## config.mk

```make
export PLATFORM = sky130hd
export DESIGN_NAME = i2c_master_bit_engine_flat
export DESIGN_NICKNAME = d
export VERILOG_FILES = /design/src/hdl/i2cm_pkg.sv /design/src/hdl/i2cm_if.sv /design/src/hdl/i2cm_front.sv /design/src/hdl/i2cm_cmd_fifo.sv /design/src/hdl/i2cm_back.sv /design/src/hdl/i2c_master_bit_engine.sv /design/src/flat_wrapper.sv
export SDC_FILE = /design/constraint.sdc
export NUM_CORES = 1
export LEC_CHECK = 0
export BUFFER_PORTS_ARGS = -buffer_cell sky130_fd_sc_hd__buf_2
export CAP_MARGIN = 25
export CORE_ASPECT_RATIO = 1.4
export CORE_MARGIN = 8
export CORE_UTILIZATION = 30
export DETAILED_ROUTE_END_ITERATION = 10
export MAX_ROUTING_LAYER = met4
export SETUP_SLACK_MARGIN = 0.3
export SLEW_MARGIN = 40
export SYNTH_ARGS = -nofsm -noshare
export SYNTH_HDL_FRONTEND = slang
export SYNTH_SLANG_ARGS = --single-unit
```

## constraint.sdc

```tcl
create_clock -name clk_i -period 3.85 [get_ports clk_i]
set_input_delay 0.1925 -clock clk_i [delete_from_list [all_inputs] [get_ports clk_i]]
set_output_delay 0.1925 -clock clk_i [all_outputs]
set_load 0.01 [all_outputs]
```

## src/hdl/i2cm_pkg.sv

```systemverilog
// Shared types and constants of the I2C master bit engine.
package i2cm_pkg;

  localparam int unsigned ReqTypeW = 3;
  localparam int unsigned ByteW    = 8;

  // Command queue between the decoder and the pin sequencer.
  localparam int unsigned CmdDepth = 2;
  localparam int unsigned PtrW     = $clog2(CmdDepth);
  localparam int unsigned CntW     = $clog2(CmdDepth + 1);

  // Pin step bookkeeping: up to 24 steps, three phases per written bit.
  localparam int unsigned StepW  = 5;
  localparam int unsigned PhaseW = 2;
  localparam int unsigned BitW   = 3;

  localparam logic [StepW-1:0]  StepFirst    = 5'd0;
  localparam logic [StepW-1:0]  StepSecond   = 5'd1;
  localparam logic [StepW-1:0]  StepThird    = 5'd2;
  localparam logic [StepW-1:0]  ReadLastStep = 5'd16;
  localparam logic [PhaseW-1:0] PhaseData    = 2'd0;
  localparam logic [PhaseW-1:0] PhaseHigh    = 2'd1;
  localparam logic [PhaseW-1:0] PhaseLow     = 2'd2;

  typedef enum logic [ReqTypeW-1:0] {
    CmdStart   = 3'd0,
    CmdStop    = 3'd1,
    CmdWrite   = 3'd2,
    CmdRead    = 3'd3,
    CmdSendAck = 3'd4,
    CmdReadAck = 3'd5
  } cmd_kind_e;

  // A decoded command: data holds the byte to send or the sampled byte,
  // ack_bit holds the level to send or the sampled acknowledge.
  typedef struct packed {
    cmd_kind_e        kind;
    logic [ByteW-1:0] data;
    logic             ack_bit;
  } cmd_t;

  typedef struct packed {
    logic valid;
    cmd_t cmd;
  } cmd_push_t;

  typedef struct packed {
    logic valid;
    cmd_t cmd;
  } cmd_head_t;

endpackage

```

## src/hdl/i2cm_if.sv

```systemverilog
// Valid/ready channel interfaces for commands and pin step results.
interface i2cm_req_if;
  import i2cm_pkg::*;

  logic                valid;
  logic                ready;
  logic [ReqTypeW-1:0] req_type;
  logic [ByteW-1:0]    write_data;
  logic                ack_to_send;
  logic [ByteW-1:0]    line_byte;
  logic                line_ack;

  modport source (
    output valid, req_type, write_data, ack_to_send, line_byte, line_ack,
    input  ready
  );
  modport sink (
    input  valid, req_type, write_data, ack_to_send, line_byte, line_ack,
    output ready
  );
endinterface

interface i2cm_rsp_if;
  import i2cm_pkg::*;

  logic             valid;
  logic             ready;
  logic             scl_level;
  logic             sda_level;
  logic [ByteW-1:0] received_byte;
  logic             received_ack;
  logic             last_step;

  modport source (
    output valid, scl_level, sda_level, received_byte, received_ack, last_step,
    input  ready
  );
  modport sink (
    input  valid, scl_level, sda_level, received_byte, received_ack, last_step,
    output ready
  );
endinterface

```

## src/hdl/i2cm_front.sv

```systemverilog
// Command decoder: accepts request beats and packs known commands for the queue.
module i2cm_front (
  i2cm_req_if.sink              req_i,
  input  logic                  queue_full_i,
  output i2cm_pkg::cmd_push_t   push_o
);
  import i2cm_pkg::*;

  logic known;

  always_comb begin
    known = req_i.req_type inside {[CmdStart:CmdReadAck]};
  end

  assign req_i.ready = !queue_full_i;

  // Unknown codes are taken and dropped so they never reach the bus.
  always_comb begin
    push_o.valid       = req_i.valid && !queue_full_i && known;
    push_o.cmd.kind    = cmd_kind_e'(req_i.req_type);
    push_o.cmd.data    = req_i.write_data;
    push_o.cmd.ack_bit = req_i.ack_to_send;
    case (push_o.cmd.kind)
      CmdRead: begin
        push_o.cmd.data = req_i.line_byte;
      end
      CmdReadAck: begin
        push_o.cmd.ack_bit = req_i.line_ack;
      end
      default: begin
      end
    endcase
  end

endmodule

```

## src/hdl/i2cm_cmd_fifo.sv

```systemverilog
// Two-entry command queue between the decoder and the pin sequencer.
module i2cm_cmd_fifo (
  input  logic                  clk_i,
  input  logic                  rst_ni,
  input  i2cm_pkg::cmd_push_t   push_i,
  input  logic                  pop_i,
  output logic                  full_o,
  output i2cm_pkg::cmd_head_t   head_o
);
  import i2cm_pkg::*;

  cmd_t            mem_q [CmdDepth];
  logic [PtrW-1:0] wr_ptr_q, wr_ptr_d;
  logic [PtrW-1:0] rd_ptr_q, rd_ptr_d;
  logic [CntW-1:0] cnt_q, cnt_d;
  logic            do_pop;

  assign full_o      = (cnt_q == CntW'(CmdDepth));
  assign head_o.valid = (cnt_q != '0);
  assign head_o.cmd   = mem_q[rd_ptr_q];
  assign do_pop      = pop_i && head_o.valid;

  always_comb begin
    wr_ptr_d = wr_ptr_q;
    rd_ptr_d = rd_ptr_q;
    cnt_d    = cnt_q;
    if (push_i.valid) begin
      wr_ptr_d = (wr_ptr_q == PtrW'(CmdDepth - 1)) ? '0 : wr_ptr_q + 1'b1;
    end
    if (do_pop) begin
      rd_ptr_d = (rd_ptr_q == PtrW'(CmdDepth - 1)) ? '0 : rd_ptr_q + 1'b1;
    end
    if (push_i.valid && !do_pop) begin
      cnt_d = cnt_q + 1'b1;
    end else if (do_pop && !push_i.valid) begin
      cnt_d = cnt_q - 1'b1;
    end
  end

  always_ff @(posedge clk_i or negedge rst_ni) begin
    if (!rst_ni) begin
      wr_ptr_q <= '0;
      rd_ptr_q <= '0;
      cnt_q    <= '0;
    end else begin
      wr_ptr_q <= wr_ptr_d;
      rd_ptr_q <= rd_ptr_d;
      cnt_q    <= cnt_d;
    end
  end

  always_ff @(posedge clk_i) begin
    if (push_i.valid) begin
      mem_q[wr_ptr_q] <= push_i.cmd;
    end
  end

`ifndef ASSERT_OFF
  a_cnt_bound: assert property (@(posedge clk_i) disable iff (!rst_ni)
    cnt_q <= CntW'(CmdDepth))
    else $error("command queue count exceeds its depth");

  a_no_overflow: assert property (@(posedge clk_i) disable iff (!rst_ni)
    full_o |-> !push_i.valid)
    else $error("command pushed into a full queue");
`endif

endmodule

```

## src/hdl/i2cm_back.sv

```systemverilog
// Pin sequencer: walks the queue head through its pin steps into the result register.
module i2cm_back (
  input  logic                  clk_i,
  input  logic                  rst_ni,
  input  i2cm_pkg::cmd_head_t   head_i,
  output logic                  pop_o,
  i2cm_rsp_if.source            rsp_o
);
  import i2cm_pkg::*;

  logic              scl_q, scl_d;
  logic              sda_q, sda_d;
  logic [StepW-1:0]  step_q, step_d;
  logic [PhaseW-1:0] phase_q, phase_d;
  logic [BitW-1:0]   bit_q, bit_d;
  logic              out_valid_q, out_valid_d;
  logic              scl_out_q, sda_out_q, ack_out_q, last_out_q;
  logic [ByteW-1:0]  byte_out_q;

  logic              advance;
  logic              last;
  logic [ByteW-1:0]  rbyte;
  logic              rack;

  assign advance = head_i.valid && (!out_valid_q || rsp_o.ready);
  assign pop_o   = advance && last;

  // Pin levels of the current step; the pin not driven keeps its level.
  always_comb begin
    scl_d = scl_q;
    sda_d = sda_q;
    rbyte = '0;
    rack  = 1'b0;
    last  = 1'b0;
    case (head_i.cmd.kind)
      CmdStart: begin
        case (step_q)
          StepFirst:  sda_d = 1'b1;
          StepSecond: scl_d = 1'b1;
          StepThird:  sda_d = 1'b0;
          default: begin
            scl_d = 1'b0;
            last  = 1'b1;
          end
        endcase
      end
      CmdStop: begin
        case (step_q)
          StepFirst:  sda_d = 1'b0;
          StepSecond: scl_d = 1'b1;
          default: begin
            sda_d = 1'b1;
            last  = 1'b1;
          end
        endcase
      end
      CmdWrite: begin
        case (phase_q)
          PhaseData: sda_d = head_i.cmd.data[~bit_q];
          PhaseHigh: scl_d = 1'b1;
          default: begin
            scl_d = 1'b0;
            last  = &bit_q;
          end
        endcase
      end
      CmdRead: begin
        if (step_q == StepFirst) begin
          sda_d = 1'b1;
        end else if (step_q == ReadLastStep) begin
          scl_d = 1'b0;
          rbyte = head_i.cmd.data;
          last  = 1'b1;
        end else begin
          scl_d = step_q[0];
        end
      end
      CmdSendAck: begin
        case (step_q)
          StepFirst:  sda_d = head_i.cmd.ack_bit;
          StepSecond: scl_d = 1'b1;
          default: begin
            scl_d = 1'b0;
            last  = 1'b1;
          end
        endcase
      end
      CmdReadAck: begin
        case (step_q)
          StepFirst:  sda_d = 1'b1;
          StepSecond: scl_d = 1'b1;
          default: begin
            scl_d = 1'b0;
            rack  = head_i.cmd.ack_bit;
            last  = 1'b1;
          end
        endcase
      end
      default: begin
        last = 1'b1;
      end
    endcase
  end

  always_comb begin
    step_d  = step_q;
    phase_d = phase_q;
    bit_d   = bit_q;
    if (advance) begin
      if (last) begin
        step_d  = '0;
        phase_d = PhaseData;
        bit_d   = '0;
      end else begin
        step_d = step_q + 1'b1;
        if (phase_q == PhaseLow) begin
          phase_d = PhaseData;
          bit_d   = bit_q + 1'b1;
        end else begin
          phase_d = phase_q + 1'b1;
        end
      end
    end
  end

  always_comb begin
    if (advance) begin
      out_valid_d = 1'b1;
    end else if (rsp_o.ready) begin
      out_valid_d = 1'b0;
    end else begin
      out_valid_d = out_valid_q;
    end
  end

  always_ff @(posedge clk_i or negedge rst_ni) begin
    if (!rst_ni) begin
      scl_q       <= 1'b1;
      sda_q       <= 1'b1;
      step_q      <= '0;
      phase_q     <= PhaseData;
      bit_q       <= '0;
      out_valid_q <= 1'b0;
    end else begin
      if (advance) begin
        scl_q <= scl_d;
        sda_q <= sda_d;
      end
      step_q      <= step_d;
      phase_q     <= phase_d;
      bit_q       <= bit_d;
      out_valid_q <= out_valid_d;
    end
  end

  always_ff @(posedge clk_i) begin
    if (advance) begin
      scl_out_q  <= scl_d;
      sda_out_q  <= sda_d;
      byte_out_q <= rbyte;
      ack_out_q  <= rack;
      last_out_q <= last;
    end
  end

  assign rsp_o.valid         = out_valid_q;
  assign rsp_o.scl_level     = scl_out_q;
  assign rsp_o.sda_level     = sda_out_q;
  assign rsp_o.received_byte = byte_out_q;
  assign rsp_o.received_ack  = ack_out_q;
  assign rsp_o.last_step     = last_out_q;

`ifndef ASSERT_OFF
  a_rewind: assert property (@(posedge clk_i) disable iff (!rst_ni)
    (advance && last) |=> (step_q == '0 && phase_q == PhaseData && bit_q == '0))
    else $error("step counters did not rewind after the final step");

  a_one_pin: assert property (@(posedge clk_i) disable iff (!rst_ni)
    advance |-> !((scl_d != scl_q) && (sda_d != sda_q)))
    else $error("both pins changed in a single step");

  a_idle_rest: assert property (@(posedge clk_i) disable iff (!rst_ni)
    !head_i.valid |-> (step_q == '0 && phase_q == PhaseData))
    else $error("step counters moved without a queued command");
`endif

endmodule

```

## src/hdl/i2c_master_bit_engine.sv

```systemverilog
// Top level of the I2C master bit engine: decoder, command queue and pin sequencer.
//
//   Channel  Dir  Beat                     Payload
//   req_i    in   one bus primitive        req_type, write_data, ack_to_send,
//                                          line_byte, line_ack
//   rsp_o    out  one pin step             scl_level, sda_level, received_byte,
//                                          received_ack, last_step
//
// Each command produces one result beat per cycle while rsp_o is not stalled:
// start 4, stop 3, write byte 24, read byte 17, send ack 3, read ack 3 beats,
// set by the step counter of the sequencer. Steps of consecutive commands follow
// each other with no gap. Unknown codes are accepted and produce no beats.
// A two-entry queue lets commands be accepted while the sequencer is busy or
// while the result register is stalled; req_i.ready drops only when it is full.
// After reset both pins are held high (idle bus) and the queue is empty.
module i2c_master_bit_engine (
  input  logic         clk_i,
  input  logic         rst_ni,
  i2cm_req_if.sink     req_i,
  i2cm_rsp_if.source   rsp_o
);
  import i2cm_pkg::*;

  // Decoded commands flow front to back through the queue.
  cmd_push_t push;
  cmd_head_t head;
  logic      queue_full;
  logic      pop;

  i2cm_front u_front (
    .req_i        (req_i),
    .queue_full_i (queue_full),
    .push_o       (push)
  );

  i2cm_cmd_fifo u_fifo (
    .clk_i  (clk_i),
    .rst_ni (rst_ni),
    .push_i (push),
    .pop_i  (pop),
    .full_o (queue_full),
    .head_o (head)
  );

  // The sequencer pops the head on the cycle its final step is registered,
  // so the next command's first step follows directly.
  i2cm_back u_back (
    .clk_i  (clk_i),
    .rst_ni (rst_ni),
    .head_i (head),
    .pop_o  (pop),
    .rsp_o  (rsp_o)
  );

endmodule
```

## src/flat_wrapper.sv

```systemverilog
// flat-port wrapper written by rule: the top's interface ports become plain ports
module i2c_master_bit_engine_flat import i2cm_pkg::*;
  (clk_i, rst_ni, req_i_valid, req_i_req_type, req_i_write_data, req_i_ack_to_send, req_i_line_byte, req_i_line_ack, req_i_ready, rsp_o_valid, rsp_o_scl_level, rsp_o_sda_level, rsp_o_received_byte, rsp_o_received_ack, rsp_o_last_step, rsp_o_ready);
  i2cm_req_if req_i_i ();
  i2cm_rsp_if rsp_o_i ();
  input  logic clk_i;
  input  logic rst_ni;
  input wire logic [$bits(req_i_i.valid)-1:0] req_i_valid;
  input wire logic [$bits(req_i_i.req_type)-1:0] req_i_req_type;
  input wire logic [$bits(req_i_i.write_data)-1:0] req_i_write_data;
  input wire logic [$bits(req_i_i.ack_to_send)-1:0] req_i_ack_to_send;
  input wire logic [$bits(req_i_i.line_byte)-1:0] req_i_line_byte;
  input wire logic [$bits(req_i_i.line_ack)-1:0] req_i_line_ack;
  output wire logic [$bits(req_i_i.ready)-1:0] req_i_ready;
  output wire logic [$bits(rsp_o_i.valid)-1:0] rsp_o_valid;
  output wire logic [$bits(rsp_o_i.scl_level)-1:0] rsp_o_scl_level;
  output wire logic [$bits(rsp_o_i.sda_level)-1:0] rsp_o_sda_level;
  output wire logic [$bits(rsp_o_i.received_byte)-1:0] rsp_o_received_byte;
  output wire logic [$bits(rsp_o_i.received_ack)-1:0] rsp_o_received_ack;
  output wire logic [$bits(rsp_o_i.last_step)-1:0] rsp_o_last_step;
  input wire logic [$bits(rsp_o_i.ready)-1:0] rsp_o_ready;
  assign req_i_i.valid = req_i_valid;
  assign req_i_i.req_type = req_i_req_type;
  assign req_i_i.write_data = req_i_write_data;
  assign req_i_i.ack_to_send = req_i_ack_to_send;
  assign req_i_i.line_byte = req_i_line_byte;
  assign req_i_i.line_ack = req_i_line_ack;
  assign req_i_ready = req_i_i.ready;
  assign rsp_o_valid = rsp_o_i.valid;
  assign rsp_o_scl_level = rsp_o_i.scl_level;
  assign rsp_o_sda_level = rsp_o_i.sda_level;
  assign rsp_o_received_byte = rsp_o_i.received_byte;
  assign rsp_o_received_ack = rsp_o_i.received_ack;
  assign rsp_o_last_step = rsp_o_i.last_step;
  assign rsp_o_i.ready = rsp_o_ready;
  i2c_master_bit_engine u_core (.clk_i(clk_i), .rst_ni(rst_ni), .req_i(req_i_i), .rsp_o(rsp_o_i));
endmodule
```

=== Yosys cells after proc, flatten, opt, wreduce, memory -nomap -nowiden ===
Memories as Yosys holds them, arrays and structs flattened.
Cells that the tools add are included.

* $add $sub $neg: 7
* $lt $le $gt $ge: 3
* Equal/unequal tests: 13
* Mux-type cells: 36
* Bitwise gates (word level): 4
* Reductions and logical operators: 31

{| class="wikitable"
|+ Operators by type and width
! kind !! count
|-
| $mux W1 || 19
|-
| $reduce_or A3 Y1 || 4
|-
| $pmux W1 S2 || 5
|-
| $pmux W1 S5 || 2
|-
| $reduce_or A2 Y1 || 5
|-
| $eq A3 B2 Y1 const B || 3
|-
| $eq A3 B3 Y1 const B || 3
|-
| $logic_and A1 B1 Y1 || 8
|-
| $mux W2 || 4
|-
| $mux W8 || 1
|-
| $reduce_bool A2 Y1 || 4
|-
| $mux W3 || 2
|-
| $add A5 B1 Y5 const B || 1
|-
| $eq A5 B1 Y1 const B || 1
|-
| $eq A5 B2 Y1 const B || 1
|-
| $eq A5 B5 Y1 const B || 1
|-
| $logic_not A5 Y1 || 1
|-
| $mux W5 || 1
|-
| $add A2 B1 Y2 const B || 2
|-
| $eq A2 B2 Y1 const B || 2
|-
| $logic_not A1 Y1 || 4
|-
| $lt A3 B4 Y1 const B || 1
|-
| $pmux W1 S4 || 1
|-
| $add A3 B1 Y3 const B || 1
|-
| 14 further kinds || 17
|}

* Register bits after elaboration: 29
* RAM bits: 24
* Logic and storage cells: 109
* Memories kept: 1

{| class="wikitable"
|+ Memories
! memory !! depth !! bits a word !! rd ports !! clocked after Yosys merged registers in !! wr ports !! line !! source
|-
| u_core.u_fifo.mem_q || 2 || 12 || 1 || 0 || 1 || i2cm_cmd_fifo.sv:12 || <nowiki>cmd_t mem_q [CmdDepth];</nowiki>
|}

=== Logic depth before layout (Yosys ltp) ===
Gate-level depths: netlist of run 1.

* Depth in word-level cells: 9
* Mapped depth: 11
* Gate-level depth less buffers: 11

=== By module ===
A second synthesis of run 1 with hierarchy kept.

* Cell total of the unflattened synthesis: 204
* Area total of the unflattened synthesis: 2681.3 µm²

{| class="wikitable"
|+ By module, submodules not included
! module !! times used !! cells each !! area each (µm²)
|-
| i2cm_back || 1 || 134 || 1413.9
|-
| i2cm_cmd_fifo || 1 || 53 || 1102.3
|-
| i2cm_front || 1 || 17 || 165.2
|}

=== Least setup slack after synthesis of run 1 ===
Ideal clock, no wire load.

* Path type: register to register
* From: reg u_core.u_back.step_q[0]
* To: reg u_core.u_fifo.cnt_q[1]
* Setup time: 0.079 ns
* Arrival time: 2.112 ns
* Required time: 3.771 ns
* Slack: 1.659 ns
* Stages on the path, launching flop included: 11
* Buffers on the path: 0
* Clock period less this slack: 2.191 ns
* Path through: dfrtp_1 inv_1 ha_1 nor3b_1 o2111ai_2 a21oi_2 inv_1 ha_1 xor2_1 nor2_1 xor2_1

* Word-level cells in the longest chain between the ends: 9
* Elaborated cells between the ends (all ways): 18

{| class="wikitable"
|+ RTL lines
! what !! line !! source
|-
| start: declaration || i2cm_back.sv:13 || <nowiki>logic [StepW-1:0] step_q, step_d;</nowiki>
|-
| start signal: assignment || i2cm_back.sv:149 || <nowiki>step_q <= step_d;</nowiki>
|-
| $eq A5 B1 Y1 (tied with other cells) || - ||
|-
| $reduce_or A3 Y1 (no line) (tied with other cells) || - ||
|-
| $mux W1 (on tied branches) || - ||
|-
| $pmux W1 S4 * || i2cm_back.sv:35 || <nowiki>case (head_i.cmd.kind)</nowiki>
|-
| $logic_and A1 B1 Y1 * || i2cm_back.sv:26 || <nowiki>assign pop_o = advance && last;</nowiki>
|-
| $logic_and A1 B1 Y1 * || i2cm_cmd_fifo.sv:21 || <nowiki>assign do_pop = pop_i && head_o.valid;</nowiki>
|-
| $logic_not A1 Y1 || i2cm_cmd_fifo.sv:33 || <nowiki>if (push_i.valid && !do_pop) begin</nowiki>
|-
| $logic_and A1 B1 Y1 || i2cm_cmd_fifo.sv:33 ||
|-
| $mux W2 / $reduce_bool A2 Y1 (equally long branches) || - ||
|-
| end signal: assignment || i2cm_cmd_fifo.sv:48 || <nowiki>cnt_q <= cnt_d;</nowiki>
|-
| end: declaration || i2cm_cmd_fifo.sv:15 || <nowiki>logic [CntW-1:0] cnt_q, cnt_d;</nowiki>
|}

Mark *: on every way between the ends. The rest lies on a longest branch, timed or not.
A chain may end at the register's enable or synchronous reset.

=== Worst setup path after layout of run 1 ===
Same ends and word-level chain as after synthesis.

==> results of run 1 <==
==> cells by family (layout without fill, tap and decap cells) <==
group | Yosys count | in the layout | share of synthesized area (%)
AOI/OAI and AO/OA | 46 | 46 | 12.7
buffers and inverters | 20 | 60 | 3.22
and+or+nand+nor | 76 | 76 | 14.8
muxes | 25 | 25 | 10.7
xor gates and xnor gates | 5 | 5 | 1.57
DFF | 53 | 53 | 53.9
adders and majority gates | 7 | 7 | 3.13
==> routing by layer <==
| metal | GRT usage (%) | routed length, um | vias to the layer above | part of all wire [%] |
|---|---|---|---|---|
| met1 | 10.3 | 2460 | 882 | 43 |
| met3 | 1.53 | 162 | 13 | 2.8 |
| li1 | - | - | 939 | - |
| met4 | 6.62 | 228 | 0 | 4.0 |
| met5 | - | 0 | - | 0 |
| met2 | 15.8 | 2890 | 53 | 50 |
==> metrics by stage <==
stage,instances,setup WS (ns),util [%]
5_1_grt,379,0.882,36.2
2_1_floorplan,232,1.66,-
3_5_place_dp,370,1.20,34.2
3_3_place_gp,370,1.24,34.2
4_1_cts,379,1.16,36.2
6_report,379,1.16,36.2
==> worst max path at each step <==
stage                                  startpoint                      to  cells past startpoint
after detailed placement  u_core.u_back.step_q[0]  u_core.u_fifo.cnt_q[1]                      9
after global placement    u_core.u_back.step_q[0]  u_core.u_fifo.cnt_q[1]                     10
after CTS                 u_core.u_back.step_q[0]  u_core.u_fifo.cnt_q[1]                     10
after floorplan           u_core.u_back.step_q[0]  u_core.u_fifo.cnt_q[1]                     10
final                     u_core.u_back.step_q[0]  u_core.u_fifo.cnt_q[1]                     10
after global routing      u_core.u_back.step_q[0]  u_core.u_fifo.cnt_q[1]                     10
==> power by group <==
| part | switching (mW) | total, mW | internal, mW |
|---|---|---|---|
| Sequential | 0.155 | 0.959 | 0.804 |
| Clock | 0.199 | 0.507 | 0.308 |
| Combinational | 0.475 | 0.852 | 0.378 |
| Total | 0.829 | 2.32 | 1.49 |
==> flip-flops by register name, summed over array words and instances (netlist names) <==
signal,count
u_core.u_fifo.mem_q,24
u_core.u_back.rsp_o.received_byte,8
u_core.u_back.step_q,5
u_core.u_back.bit_q,3
u_core.u_back.phase_q,2
u_core.u_fifo.cnt_q,2
u_core.u_back.rsp_o.last_step,1
u_core.u_back.rsp_o.received_ack,1
u_core.u_back.rsp_o.scl_level,1
u_core.u_back.rsp_o.sda_level,1
u_core.u_back.rsp_o.valid,1
u_core.u_back.scl_q,1
u_core.u_back.sda_q,1
u_core.u_fifo.rd_ptr_q,1
u_core.u_fifo.wr_ptr_q,1
==> cell type report <==
class	count	area share (%)
sequential	53	46.2
multi-input combinational	159	36.8
timing repair buffer	40	6.36
tap	107	4.10
clock buffer	5	3.83
clock inverter	3	1.42
inverter	12	1.38
==> worst max-delay path, delay by kind of cell, from the launching register on <==
family | cells | cell delay [ns]
AO/OA/AOI/OAI | 2 | 0.81
XOR/XNOR | 2 | 0.29
adder cells (fa/ha/maj) | 2 | 0.42
buffers and inverters | 2 | 0.18
flip-flops | 1 | 0.45
AND/OR/NAND/NOR | 2 | 0.46
==> what timing repair did <==
item	4_1_cts	5_1_grt
endpoints found under the hold margin	15	0
endpoints found under the setup margin	0	0
hold buffers	1	0
resized for setup	0	0
==> placed cells by master, fill, tap and decap left out, types with 7 or more instances in the layout <==
master,Yosys,final
buf_2,3,38
edfxtp_1,36,36
nor2_1,22,21
nand2_1,18,18
dfrtp_1,15,15
inv_1,12,12
mux2_2,11,11
mux2i_1,9,9
nand2b_1,8,8
ha_1,7,7
==> reports/summary.txt, run 1 <==
Initial DRC count: 118
Routability cong.: 0.857
Synth top area share: 38.6%
FMAX: 372 MHz
Critical Path RT: 4.07 ns
Pre-antenna DRT Iters: 4
Routed Antenna Nets: 0
Worst Setup Path Type: reg2reg
Final worst path period share: 69.9%
Multi-input logic area: 1200 um^2
Final hold viol count: 0
Status: completed
Dpl hpwl: 4.43 mm
RSZ-0062 raised after global routing: no
Post-Syn Area: 2800 um^2
Reg2Reg Capture Point: u_core.u_fifo.cnt_q[1]
Cell Rows: 41
Synth Register Bits: 53
PwrDens: 709 nW/um^2
Hold path endpoint: u_core.u_fifo.mem_q[1][9]
Ys Warns: 0
Max Cap Viol: 0
Via Count: 1887
Largest net degree at the start of global routing: 19
# diodes: 0
Hold Path Depth: 1
R2R Setup Slk: 1.16 ns
Die H: 130 um
Sequential-to-total area share from yosys stat: 53.9%
Hold_ws: 0.127 ns
Clock transition at the registers of the reported paths: 0.07 ns
Slew HR: 49.8%
Setup TNS: 0 ns
Share of layout cells above drive strength 1: 28.3%
CTS max path bufs: 2
Clk sinks: 53
Fin nets: 303
Synth top cells by count: 36 x edfxtp_1, 22 x nor2_1, 18 x nand2_1
CP Capture Type: flop
Die area: 12700 um^2
R2R Path Start: u_core.u_back.step_q[0]
Fin crit period: 2.69 ns
CTS tree: built
Count leader, synth: edfxtp_1
Ys async rst share: 32.1%
Count of distinct cell types in the synthesized netlist: 58
Reg2Reg Depth: 10
Tot Pwr: 2.32 mW
Initial core utilization: 31.0%
Setup bufs post-CTS: 0
Final WL: 5.75 mm
Register area: 1510 um^2
Gr ovfl total: 0
Worst-Margin Slew: 0.753 ns
Core area: 9030 um^2
Worst hold path type: in2reg
Vias in the first global route: 1947
Root Driver: clkbuf_16
CP arrival: 2.91 ns
Total CTS buffers: 5
Placement Cell Area: 3090 um^2
Area Overhead vs Synth: 16.8%
Critical path's slowest cell: o2111ai_2
# setup viols final: 0
Area leader, netlist: edfxtp_1
Gr usage total: 9.52%
Ports: 39
Final Max Tran Viols: 0
Worst VDD drop: 0.000238 V
P_leak: 1.27 nW
First-pass GRT wire length: 9.53 mm
Cell chain of the critical path: inv_1, ha_1, nor3b_1, o2111ai_2, a21oi_2, inv_1, ha_1, xor2_1, nor2_1, xor2_1
FILL cells: 899
Most used DFF post-synth: edfxtp_1
Die X: 97.6 um
Worst Setup Start Kind: flop
Final instance area: 3270 um^2
Ranking of synthesized cells by area: edfxtp_1 39%, dfrtp_1 13%, mux2_2 4.4%, mux2i_1 3.2%, ha_1 3.1%
Clock latency on the worst-skew pair: 0.29 ns
CP peak stage delay: 0.50 ns
Hold path start: req_i_req_type[0]
Buffers added on ports: 38
Number of enable flip-flop cells after synthesis: 36
Mapped Avg Cell Area: 12.1 um^2
Syn nets: 264
Vias per cell: 4.98
DR WL/cell: 15.2 um
H-tree depth: 2
DRC viols: 0
Synth Instances: 232
Antenna violations before repair: 0
Max Clock Skew: 0.00432 ns
Crit path max fanout: 15
No activity file was read; power rests on OpenSTA's default activity.
==> inputs of run 2 (changes only) <==
Clock period 3.85 ns to 2.7 ns, I/O delays scaled along.
==> reports/summary.txt, run 2 (synthesized netlist as in run 1, its figures left out) <==
Routability cong.: 0.953 (was 0.857)
Clock transition at the registers of the reported paths: 0.07 ns (about the same)
Final instance area: 3320 um^2 (was 3270 um^2)
RSZ-0062 raised after global routing: no (unchanged)
Critical path's slowest cell: dfrtp_2 (was o2111ai_2)
CTS tree: built (unchanged)
Final WL: 5.85 mm (was 5.75 mm)
Core area: 9030 um^2 (unchanged)
Crit path max fanout: 7 (was 15)
Reg2Reg Capture Point: u_core.u_fifo.cnt_q[1] (unchanged)
Routed Antenna Nets: 0 (unchanged)
Stages on the worst setup path: 11 (was 10)
Finished Core Util: 36.8% (was 36.2%)
Worst setup margin: 0.468 ns (was 1.16 ns)
R2R Path Start: u_core.u_back.step_q[0] (unchanged)
Top reg by flops: u_core.u_fifo.mem_q (unchanged)
# setup viols final: 0 (unchanged)
Final worst path period share: 82.7% (was 69.9%)
First-pass GRT wire length: 9.54 mm (was 9.53 mm)
Hold path start: req_i_req_type[0] (unchanged)
CP top delay family: compound AO/OA/AOI/OAI gates (unchanged)
Reg2Reg Depth: 11 (was 10)
FMAX: 448 MHz (was 372 MHz)
Worst Setup Path Type: reg2reg (unchanged)
# diodes: 0 (unchanged)
Leading cell type in the layout, fill and taps excluded: buf_2 (unchanged)
Finished Layout Cells: 385 (was 379)
Status: completed (unchanged)
Worst VDD drop: 0.000372 V (was 0.000238 V)
Vias per cell: 5.00 (was 4.98)
Share of layout cells above drive strength 1: 31.3% (was 28.3%)
Clock latency on the worst-skew pair: 0.30 ns (was 0.29 ns)
Max Clock Skew: 0.00882 ns (was 0.00432 ns)
CP peak stage delay: 0.42 ns (was 0.50 ns)
P_leak: 1.30 nW (was 1.27 nW)
CTS max path bufs: 2 (unchanged)
DRC viols: 0 (unchanged)
R2R Setup Slk: 0.47 ns (was 1.16 ns)
Dpl cells: 373 (was 370)
Die X: 97.6 um (unchanged)
Largest net degree at the start of global routing: 19 (unchanged)
Largest register FFs: 24 (unchanged)
Total CTS buffers: 5 (unchanged)
Antenna violations before repair: 0 (unchanged)
DP Worst Slack: 0.387 ns (was 1.20 ns)
Pre-antenna DRT Iters: 4 (unchanged)
Worst-Margin Slew: 0.691 ns (was 0.753 ns)
Vias in the first global route: 1984 (was 1947)
CP Capture Type: flop (unchanged)
Final hold viol count: 0 (unchanged)
Area Overhead vs Synth: 18.6% (was 16.8%)
Worst hold path type: in2reg (unchanged)
Critical Path RT: 2.92 ns (was 4.07 ns)
Dpl hpwl: 4.42 mm (was 4.43 mm)
DR WL/cell: 15.2 um (about the same)
Initial DRC count: 153 (was 118)
H-tree depth: 2 (unchanged)
Fin nets: 309 (was 303)
Via Count: 1926 (was 1887)
Slew HR: 53.9% (was 49.8%)
Hold_ws: 0.0671 ns (was 0.127 ns)
Commonest non-fill, non-tap cells in the layout: 38 x buf_2, 36 x edfxtp_1, 22 x nor2_1, 18 x nand2_1, 13 x dfrtp_1 (was 38 x buf_2, 36 x edfxtp_1, 21 x nor2_1, 18 x nand2_1, 15 x dfrtp_1)
Worst Setup Start Kind: flop (unchanged)
Die area: 12700 um^2 (unchanged)
Max Cap Viol: 0 (unchanged)
Hold path endpoint: u_core.u_fifo.mem_q[0][9] (was u_core.u_fifo.mem_q[1][9])
PwrDens: 1020 nW/um^2 (was 709 nW/um^2)
Gr usage total: 9.59% (was 9.52%)
Bufs and invs on worst path: 2 (unchanged)
Placement Cell Area: 3110 um^2 (was 3090 um^2)
Cell chain of the critical path: inv_1, ha_1, nor4b_2, o21a_1, o221a_4, a21oi_2, inv_1, ha_1, xor2_1, nor2_1, xor2_1 (was inv_1, ha_1, nor3b_1, o2111ai_2, a21oi_2, inv_1, ha_1, xor2_1, nor2_1, xor2_1)
Initial core utilization: 31.0% (unchanged)
Clk sinks: 53 (unchanged)
Die H: 130 um (unchanged)
Root Driver: clkbuf_16 (unchanged)
Setup TNS: 0 ns (unchanged)
Cell Rows: 41 (unchanged)
Hold Path Depth: 1 (unchanged)
Buffers added on ports: 38 (unchanged)
Gr ovfl total: 0 (unchanged)
CP arrival: 2.45 ns (was 2.91 ns)
Ports: 39 (unchanged)
Tot Pwr: 3.40 mW (was 2.32 mW)
Fin crit period: 2.23 ns (was 2.69 ns)
Final Max Tran Viols: 0 (unchanged)
-- run 2: worst reg2reg max path, stage by stage (launching register included) --
cell     delay, ns
dfrtp_2       0.42
inv_1         0.08
ha_1          0.20
nor4b_2       0.17
o21a_1        0.14
o221a_4       0.29
a21oi_2       0.17
inv_1         0.06
ha_1          0.20
xor2_1        0.14
nor2_1        0.12
xor2_1        0.17
-- run 2: how the worst max path moves through the flow --
stage / slack, ns / startpoint / endpoint
after floorplan: 0.51 / u_core.u_back.step_q[0] / u_core.u_fifo.cnt_q[1]
after global placement: 0.44 / u_core.u_back.step_q[0] / u_core.u_fifo.cnt_q[1]
after detailed placement: 0.39 / u_core.u_fifo.rd_ptr_q / u_core.u_fifo.cnt_q[1]
after CTS: 0.35 / u_core.u_back.step_q[0] / u_core.u_fifo.cnt_q[1]
after global routing: 0.31 / u_core.u_back.step_q[0] / u_core.u_fifo.cnt_q[1]
final: 0.47 / u_core.u_back.step_q[0] / u_core.u_fifo.cnt_q[1]
-- run 2: layer usage --
layer,GRT usage [%],routed length [um]
met1,9.69,2470
met4,6.26,198
met2,16.7,2990
met5,-,0
met3,1.96,198
-- run 2: power by group --
part / internal [mW] / switching, mW
Clock: 0.440 / 0.285
Combinational: 0.598 / 0.717
Sequential: 1.15 / 0.211
-- run 2: timing repair --
item,CTS,global route
hold buffers,1,0
gates resized for setup,0,6
buffers inserted,0,3
hold endpoints to repair,15,0
setup endpoints to repair,0,2
-- run 2: cell type report --
cell class | count | area [um^2]
fill | 883 | 5710
sequential | 53 | 1510
multi-input combinational | 159 | 1210
timing repair buffer | 46 | 253
tap | 107 | 134
clock buffer | 6 | 129
inverter | 12 | 45.0
clock inverter | 2 | 38.8
